==> config.mk <==
export PLATFORM = sky130hd
export DESIGN_NAME = mbc_ctrl
export DESIGN_NICKNAME = d
export VERILOG_FILES = /design/src/hdl/maze_backtracker_carver_defines.svh /design/src/hdl/mbc_pkg.sv /design/src/hdl/mbc_ctrl.sv
export SDC_FILE = /design/constraint.sdc
export NUM_CORES = 1
export LEC_CHECK = 0
export ABC_CLOCK_PERIOD_IN_PS = 1400
export BUFFER_PORTS_ARGS = -buffer_cell sky130_fd_sc_hd__buf_2
export CAP_MARGIN = 25
export CORE_AREA = 2 2 39 41
export CTS_BUF_LIST = sky130_fd_sc_hd__clkbuf_4 sky130_fd_sc_hd__clkbuf_8 sky130_fd_sc_hd__clkbuf_16
export DETAILED_ROUTE_END_ITERATION = 7
export DIE_AREA = 0 0 41 43
export PLACE_DENSITY = 0.66
export SYNTH_ARGS = -nofsm -noshare
export SYNTH_HDL_FRONTEND = slang
export SYNTH_SLANG_ARGS = --single-unit
==> constraint.sdc <==
create_clock -name clk -period 1.4 [get_ports clk]
set_input_delay 0.07 -clock clk [delete_from_list [all_inputs] [get_ports clk]]
set_output_delay 0.07 -clock clk [all_outputs]
set_load 0.01 [all_outputs]
==> src/hdl/maze_backtracker_carver_defines.svh <==
// Assertion macros used by the maze carver datapath.
`ifndef MAZE_BACKTRACKER_CARVER_DEFINES_SVH
`define MAZE_BACKTRACKER_CARVER_DEFINES_SVH

// Same-cycle implication, sampled on clk, off while rst is high.
`define MBC_CHECK_IMPL(label, ante, cons) \
  label: assert property (@(posedge clk) disable iff (rst) (ante) |-> (cons)) \
    else $error("maze carver check failed");

// Next-cycle implication, sampled on clk, off while rst is high.
`define MBC_CHECK_NEXT(label, ante, cons) \
  label: assert property (@(posedge clk) disable iff (rst) (ante) |=> (cons)) \
    else $error("maze carver check failed");

`endif

==> src/hdl/mbc_pkg.sv <==
// Shared types and constants of the maze carver.
`timescale 1ns / 1ps
`default_nettype none
package mbc_pkg;

  localparam int DEF_MAX_WIDTH  = 64;
  localparam int DEF_MAX_HEIGHT = 64;

  localparam int CFG_W     = 7;
  localparam int CFG_IDX_W = 1;
  localparam int RND_W     = 32;
  localparam int COORD_W   = 6;
  localparam int DIR_W     = 2;
  localparam int SIZE_W    = 9;

  localparam logic [CFG_W-1:0] RESET_WIDTH  = 7'd40;
  localparam logic [CFG_W-1:0] RESET_HEIGHT = 7'd40;

  localparam logic [CFG_IDX_W-1:0] CFG_MAZE_WIDTH  = 1'b0;
  localparam logic [CFG_IDX_W-1:0] CFG_MAZE_HEIGHT = 1'b1;

  localparam logic KIND_RESTART = 1'b0;
  localparam logic KIND_CARVE   = 1'b1;

  localparam logic [DIR_W-1:0] DIR_PX = 2'd0;
  localparam logic [DIR_W-1:0] DIR_MX = 2'd1;
  localparam logic [DIR_W-1:0] DIR_PY = 2'd2;
  localparam logic [DIR_W-1:0] DIR_MY = 2'd3;

  typedef enum logic [2:0] {
    ST_IDLE,
    ST_CLEAR,
    ST_INIT,
    ST_TOP_RD,
    ST_TOP_WAIT,
    ST_NB_RD,
    ST_NB_WAIT,
    ST_DECIDE
  } mbc_state_t;

  typedef struct packed {
    logic             capture;
    logic             clear_step;
    logic             init;
    logic             top_read;
    logic             top_latch;
    logic             nb_read;
    logic [DIR_W-1:0] nb_dir;
    logic             pop;
    logic             carve;
    logic             done;
  } mbc_cmd_t;

  typedef struct packed {
    logic count_zero;
    logic clear_last;
    logic mask_zero;
    logic out_free;
  } mbc_stat_t;

endpackage
`default_nettype wire

==> src/hdl/mbc_ctrl.sv <==
// Sequencer of the maze carver: restart sweep and the pop/examine/carve loop.
`timescale 1ns / 1ps
`default_nettype none
module mbc_ctrl (
  input  wire logic              clk,
  input  wire logic              rst,
  input  wire logic              in_valid,
  input  wire logic              in_kind,
  output logic                   in_ready,
  input  wire mbc_pkg::mbc_stat_t stat,
  output mbc_pkg::mbc_cmd_t       cmd
);

  mbc_pkg::mbc_state_t         state, state_next;
  logic [mbc_pkg::DIR_W-1:0]   nb_cnt, nb_cnt_next;

  always_ff @(posedge clk) begin
    if (rst) begin
      state  <= mbc_pkg::ST_IDLE;
      nb_cnt <= '0;
    end else begin
      state  <= state_next;
      nb_cnt <= nb_cnt_next;
    end
  end

  always_comb begin
    state_next  = state;
    nb_cnt_next = nb_cnt;
    in_ready    = 1'b0;
    cmd         = '0;
    cmd.nb_dir  = nb_cnt;
    case (state)
      mbc_pkg::ST_IDLE: begin
        in_ready = 1'b1;
        if (in_valid) begin
          cmd.capture = 1'b1;
          state_next  = (in_kind == mbc_pkg::KIND_CARVE) ? mbc_pkg::ST_TOP_RD
                                                         : mbc_pkg::ST_CLEAR;
        end
      end
      mbc_pkg::ST_CLEAR: begin
        cmd.clear_step = 1'b1;
        if (stat.clear_last) begin
          state_next = mbc_pkg::ST_INIT;
        end
      end
      mbc_pkg::ST_INIT: begin
        if (stat.out_free) begin
          cmd.init   = 1'b1;
          state_next = mbc_pkg::ST_IDLE;
        end
      end
      mbc_pkg::ST_TOP_RD: begin
        if (stat.count_zero) begin
          // stack exhausted: report done once the output word is free
          if (stat.out_free) begin
            cmd.done   = 1'b1;
            state_next = mbc_pkg::ST_IDLE;
          end
        end else begin
          cmd.top_read = 1'b1;
          state_next   = mbc_pkg::ST_TOP_WAIT;
        end
      end
      mbc_pkg::ST_TOP_WAIT: begin
        cmd.top_latch = 1'b1;
        nb_cnt_next   = '0;
        state_next    = mbc_pkg::ST_NB_RD;
      end
      mbc_pkg::ST_NB_RD: begin
        cmd.nb_read = 1'b1;
        nb_cnt_next = nb_cnt + 2'd1;
        if (nb_cnt == mbc_pkg::DIR_MY) begin
          state_next = mbc_pkg::ST_NB_WAIT;
        end
      end
      mbc_pkg::ST_NB_WAIT: begin
        state_next = mbc_pkg::ST_DECIDE;
      end
      mbc_pkg::ST_DECIDE: begin
        if (stat.mask_zero) begin
          cmd.pop    = 1'b1;
          state_next = mbc_pkg::ST_TOP_RD;
        end else if (stat.out_free) begin
          cmd.carve  = 1'b1;
          state_next = mbc_pkg::ST_IDLE;
        end
      end
      default: begin
        state_next = mbc_pkg::ST_IDLE;
      end
    endcase
  end

endmodule
`default_nettype wire

# Word-level counts from Yosys, hierarchy flattened
# Index checks and enable logic that the tools add are counted.
# totals
latchBits,0
output_inout_bits,12
ramBits,0
ff_bits,5
input_bits,8
mem_count,0
romBits,0
# op_classes
div,0
mul,0
bitwise_logic,0
n_reduce_logical,3
n_shift,0
n_addsub,1
mux,24
magnitude_cmp,0
eq_ne,11
# op_table
cell,n
3-bit case mux with 8 select lines,1
3-bit 2-to-1 mux,6
1-bit 2-to-1 mux,14
3-bit equality test (second input constant),4
3-bit by 2-bit equality test with 1-bit output (second input constant),2
2-bit != test (second input constant),3
2-bit 2-to-1 mux,2
2-bit case mux with 2 select lines,1
3-bit by 1-bit equality test with 1-bit output (second input constant),1
3-bit zero test,1
3-bit AND reduction,1
2-bit by 1-bit adder with 2-bit output (second input constant),1
2-bit equality test (second input constant),1
2-bit nonzero test,1

# Logic depth before layout (Yosys ltp)
# Gate-level depths: netlist (run 1).
# depth
ltp_word,3
depth_mapped,5
ltp_nobuf,3

# Worst setup path before layout (run 1)
# OpenSTA, ideal clock, no wires.
# synth_timing
path_kind,reg2out
start,register state[2]
end,output port cmd[8] in the netlist's numbering
t_arrival_ps,1078
setup_slack_ps,252
n_path_buf,2
stages_incl_launch_ff,4
cell_sequence,dfxtp_1 buf_2 buf_1 nor4_1
# synth_lines
item,line,text
"start, declared",mbc_ctrl.sv:14,"mbc_pkg::mbc_state_t state, state_next;"
"start signal, assigned",mbc_ctrl.sv:19,state <= mbc_pkg::ST_IDLE;
"start signal, assigned",mbc_ctrl.sv:22,state <= state_next;
"end, declared",mbc_ctrl.sv:11,output mbc_pkg::mbc_cmd_t cmd

==> results of run 1 <==
-- where the power goes --
group          internal [W]  switching [W]
sequential         0.000156      0.0000311
clock              0.000127      0.0000611
combinational     0.0000781      0.0000703
-- what timing repair did --
| action | 4_1_cts | 5_1_grt |
|---|---|---|
| setup endpoints to repair | 6 | 2 |
| resized for setup | 3 | 1 |
| hold buffers | 0 | 0 |
-- metrics by stage --
step / util, % / cell area [sq um] / total power, W / hold slack, ns
after floorplan: - / 417.9 / 0.0002884 / 0.1389
after global placement: 37.79 / 523.0 / 0.0003317 / 0.3387
after detailed placement: 37.79 / 523.0 / 0.0003363 / 0.3362
after CTS: 40.24 / 556.8 / 0.0005264 / 0.08292
after global routing: 40.42 / 559.3 / 0.0005555 / 0.09010
final: 40.42 / 559.3 / 0.0005235 / 0.07988
-- how the worst max path moves through the flow --
stage	end	slack, ns	cells past startpoint
floorplan	cmd[8]	0.25	3
global placement	nb_cnt[0]	0.13	4
detailed placement	state[1]	0.09	3
CTS	cmd[7]	0.04	4
global route	cmd[7]	0.01	4
finish	cmd[7]	0.08	4
-- worst register-to-register path, stage by stage, from the launching register on --
cell and delay, ns:
dfxtp_2 0.43, buf_4 0.17, inv_2 0.04, or3_1 0.33, a21oi_1 0.13
-- kinds of logic after synthesis --
kind of cell    after synthesis  share of synthesized area, %
fa+ha+maj                     1                         2.994
mux                           1                         3.592
simple gates                 27                         34.13
buf+inv                       8                         9.579
flops                         5                         23.95
compound gates               13                         25.75
-- metal layers --
layer	up-vias	GRT usage (%)	wire length [um]
met5	-	0	0
met4	0	8.000	14
met3	2	3.141	65
met2	14	21.25	485
met1	211	18.33	488
li1	238	-	-
-- layout make-up --
| cell class | count | area, sq um | area share (%) |
|---|---|---|---|
| multi-input combinational | 42 | 277.8 | 49.66 |
| sequential | 5 | 106.4 | 19.02 |
| tap | 16 | 20.02 | 3.579 |
| inverter | 4 | 15.01 | 2.685 |
| timing repair buffer | 21 | 110.1 | 19.69 |
| clock buffer | 4 | 30.03 | 5.369 |
-- cells in the final DEF, fill, tap and decap left out, drive strengths merged, types with 3 or more instances in the layout --
cell type,netlist,final
nand2,6,6
nor2,5,5
a21oi,3,3
buf,4,21
clkbuf,0,4
inv,4,4
dfxtp,5,5
nor3,3,3
-- cells in the mapped netlist (2+ instances only) --
cell type | instances | area (sq um)
nor2_1 | 5 | 18.77
nor3_1 | 3 | 15.01
or2b_1 | 2 | 15.01
or3_1 | 2 | 12.51
dfxtp_1 | 5 | 100.1
nand3_1 | 2 | 10.01
inv_1 | 3 | 11.26
a21oi_1 | 3 | 15.01
nor3b_1 | 2 | 15.01
buf_2 | 2 | 10.01
nor2b_1 | 2 | 12.51
nand2_1 | 5 | 18.77
nand2b_1 | 2 | 12.51
-- state kept, by name, indices dropped and copies added (netlist names) --
name / cells
nb_cnt: 2
state: 3
==> impl_metrics.yaml, run 1 <==
run_status:
  status: "complete, no violations"
synth:
  syn_avg_cell_area_sq_um: 7.598
  synth_nets: 64
  ys.flop_type: "dfxtp_1"
  syn_area_sq_um: 417.9
  synth-seq-area-share_pct: 23.95
  synth_cells: 55
  synth_cell_types: 30
  ys_ff_latch: 5
  synth_edf_count: 0
  yosysWarnings: 0
  synthArstFlopShare_pct: 0
drt:
  drt-total-wl_um: 1053
  routedWlPerCell_um: 11.45
  ant_nets: 0
  vias_per_cell: 5.054
  drt_iter0_drc: 11
  vias: 465
  drc: 0
  first_pass_iters: 4
floorplanning:
  dieHeight_um: 43
  die-width_um: 41
  start_util_pct: 30.20
  ios: 20
  core_sq_um: 1384
  rows: 14
  die-area_sq_um: 1763
finish:
  n_antenna_cell: 0
  fin_cells: 92
  drive_above_1_share_pct: 44.74
  fill_cells: 153
  nets: 86
  area_growth_pct: 33.83
min_path:
  hold_path_depth: 2
  hp-start: "rst"
  hold_path_end: "state[1]"
  hp-class: "in2reg"
setup_path:
  start_kind: "flop"
  worstReg2RegStart: "state[0]"
  worst_path_dominant_cell_family: "flip-flops"
  cp_cell_sequence: "nand2_2 > or3_1 > inv_1 > buf_2"
  r2r_end: "nb_cnt[0]"
  reg2reg_depth: 4
  worst-endpoint-arrival_ns: 1.25
  startpoint: "state[0]"
  endpoint_kind: "primary output"
  crit_required_ns: 1.33
  critPathKind: "reg2out"
  cp_slowest_cell: "dfxtp_2"
  r2r_slack_ns: 0.22
  critPathMaxStageDelay_ns: 0.43
  path_max_fanout: 11
  crit_buf_inv: 2
sta:
  fin_skew_ns: 0.002435
  timing.slew.headroom_pct: 78.00
  setup_ws_ns: 0.07912
  setup_viol: 0
  hold_viol_final: 0
  max_freq_ghz: 0.7571
  drv_slew: 0
  fin_crit_sh_pct: 94.35
  fin_crit_ns: 1.321
  tightest_slew_ns: 0.3290
  rsz0062_at_grt: "no"
  setup_tns_ns: 0
clocking:
  cts_buffers: 3
  clockRootBuffer: "clkbuf_4"
  cts_tree: "done"
  clock_latency_ns: 0.24
  h-tree-depth: 1
  clk_pin_slew_ns: 0.05
  postCtsSetupBuffers: 0
  clock_sinks: 5
  cts_buffer_depth: 2
global_routing:
  grt_max_degree: 19
  antenna_found_initial: 0
  grt_pass1_wl_um: 1718
  grtUsageTotal_pct: 14.36
  grt_pass1_vias: 412
  grt-ovfl-total: 0
place:
  io_buffers: 19
  placed_cells: 88
  place.gp.congestion: 0.7338
  dpl.hpwl_um: 751.4
  place_worst_setup_slack_ns: 0.08557
power:
  powerDensity_nw_per_um2: 936.1
  p_leak_nw: 0.2653
  peakVddDrop_uv: 278.7
flow_run:
  cap_violations: 0
Note: power is estimated with default switching activity, not from simulation.
==> run 2: changes to the inputs <==
CORE_AREA = not set   (was 2 2 39 41)
CORE_MARGIN = 2   (was not set)
CORE_UTILIZATION = 26   (was not set)
DIE_AREA = not set   (was 0 0 41 43)
PLACE_DENSITY = 0.58   (was 0.66)
RECOVER_POWER = 25   (was not set)
==> run 2 against run 1 <==
Net effect:
- die area increased by 10%
- critical endpoint unchanged
- sequential power about the same
- sequential share of layout area decreased by 0.27 points
- sequential cell count unchanged
==> impl_metrics.yaml, run 2 (same netlist as run 1, synthesis figures left out) <==
run_status:
  status: "complete, no violations"
sta:
  max_freq_ghz: 0.7766
  rsz0062_at_grt: "no"
  fin_crit_sh_pct: 91.97
  timing.slew.headroom_pct: 80.77
  hold_viol_final: 0
  fin_skew_ns: 0.008123
  setup_tns_ns: 0
  tightest_slew_ns: 0.2875
  setup_viol: 0
  drv_slew: 0
  fin_crit_ns: 1.288
finish:
  final_cell_mix: "buf_2 (17), nor2_1 (5), nand2_1 (5)"
  largest_reg_flops: 3
  nets: 88
  top_regs: "state (3), nb_cnt (2)"
  utilization_pct: 38.54
  fin_area_sq_um: 580.6
  final_common_cell: "buf_2"
  area_growth_pct: 38.92
  n_antenna_cell: 0
  fin_cells: 94
  drive_above_1_share_pct: 44.87
  top_register: "state"
floorplanning:
  rows: 14
  die-area_sq_um: 1944
  ios: 20
  die-width_um: 44.09
  dieHeight_um: 44.09
  core_sq_um: 1506
  start_util_pct: 27.74
place:
  dpl.hpwl_um: 742.5
  placed_cells: 90
  place_area_sq_um: 538.0
  io_buffers: 19
  place.gp.congestion: 0.7524
drt:
  vias: 463
  drc: 0
  vias_per_cell: 4.926
  first_pass_iters: 4
  drt_iter0_drc: 2
  ant_nets: 0
  drt-total-wl_um: 975
  routedWlPerCell_um: 10.37
setup_path:
  worst-endpoint-arrival_ns: 1.22
  crit_required_ns: 1.33
  path_max_fanout: 12
  critPathKind: "reg2out"
  start_kind: "flop"
  endpoint_kind: "primary output"
clocking:
  clock_sinks: 5
  cts_buffers: 3
  holdBufCountCts: 0
  clk_pin_slew_ns: 0.05
  cts_buffer_depth: 2
  cts_tree: "done"
  clock_latency_ns: 0.25
  clockRootBuffer: "clkbuf_4"
  h-tree-depth: 1
power:
  power.switching_w: 0.0001621
  power_frac_comb_pct: 29.6
  p_leak_nw: 0.2682
  p_clk_share_pct: 35.5
  peakVddDrop_uv: 375.2
  p_seq_share_pct: 34.9
  p_int_w: 0.0003684
  powerDensity_nw_per_um2: 913.9
  p_sw_share_pct: 30.56
min_path:
  hp-class: "in2reg"
global_routing:
  grtUsageMet1_pct: 14.57
  grt-busiest-layer: "met2"
  grtUsageTotal_pct: 11.50
  grt_util_met2_pct: 15.88
  met3_usage_pct: 7.347
  grt-ovfl-total: 0
  grt_pass1_vias: 401
  grt_max_degree: 14
  antenna_found_initial: 0
  grt_pass1_wl_um: 1642
flow_run:
  cap_violations: 0
run 2: changes by cell type in the layout (fill, tap and decap cells not counted), sizes merged:
cell,before,now
clkbuf,4,6
run 2: worst paths after layout:
check / startpoint / to / slack [ns] / depth (start not counted)
worst min-delay path: rst / state[1] / 0.06 / 2
worst max-delay path: state[0] / cmd[7] / 0.11 / 4
worst max register to register: state[2] / state[1] / 0.25 / 4
worst min register to register: nb_cnt[1] / nb_cnt[1] / 0.47 / 2
run 2: repair_timing:
action,CTS,global route
cloned,0,0
endpoints found under the setup margin,4,3
pin swaps,0,0
resized for setup,3,3
setup buffers,0,0
run 2: cell type report:
type                       instances  area, sq um
tap                               16        20.02
sequential                         5        108.9
fill                             157        925.9
multi-input combinational         42        284.0
clock buffer                       4        30.03
inverter                           4        15.01
timing repair buffer              23        122.6
run 2: worst max-delay path: stages (launching register included):
cell	delay [ns]
dfxtp_4	0.41
nand2_2	0.07
or3_1	0.32
inv_1	0.06
buf_2	0.12
run 2: per-stage QoR:
step / hold slack [ns] / total power (W) / setup WS [ns]
finish: 0.06232 / 0.0005305 / 0.1124
global route: 0.06285 / 0.0005712 / 0.01518
CTS: 0.05590 / 0.0005361 / 0.05670
detailed placement: 0.3340 / 0.0003389 / 0.1118
global placement: 0.3347 / 0.0003389 / 0.1289
floorplan: 0.1389 / 0.0002884 / 0.2516
run 2: routing by layer:
layer / vias to the layer above / share of wire [%] / routed length, um
met5: - / 0 / 0
met3: 0 / 8.9 / 87
li1: 241 / - / -
met4: 0 / 0 / 0
met2: 15 / 46 / 448
met1: 207 / 45 / 439
run 2: power groups by stage:
stage	combinational, W	sequential, W	clock (W)
after floorplan	0.000124	0.000164	0
after global placement	0.000156	0.000183	0
after detailed placement	0.000156	0.000183	0
after CTS	0.000156	0.000183	0.000197
after global routing	0.000173	0.000189	0.000208
final	0.000157	0.000185	0.000188
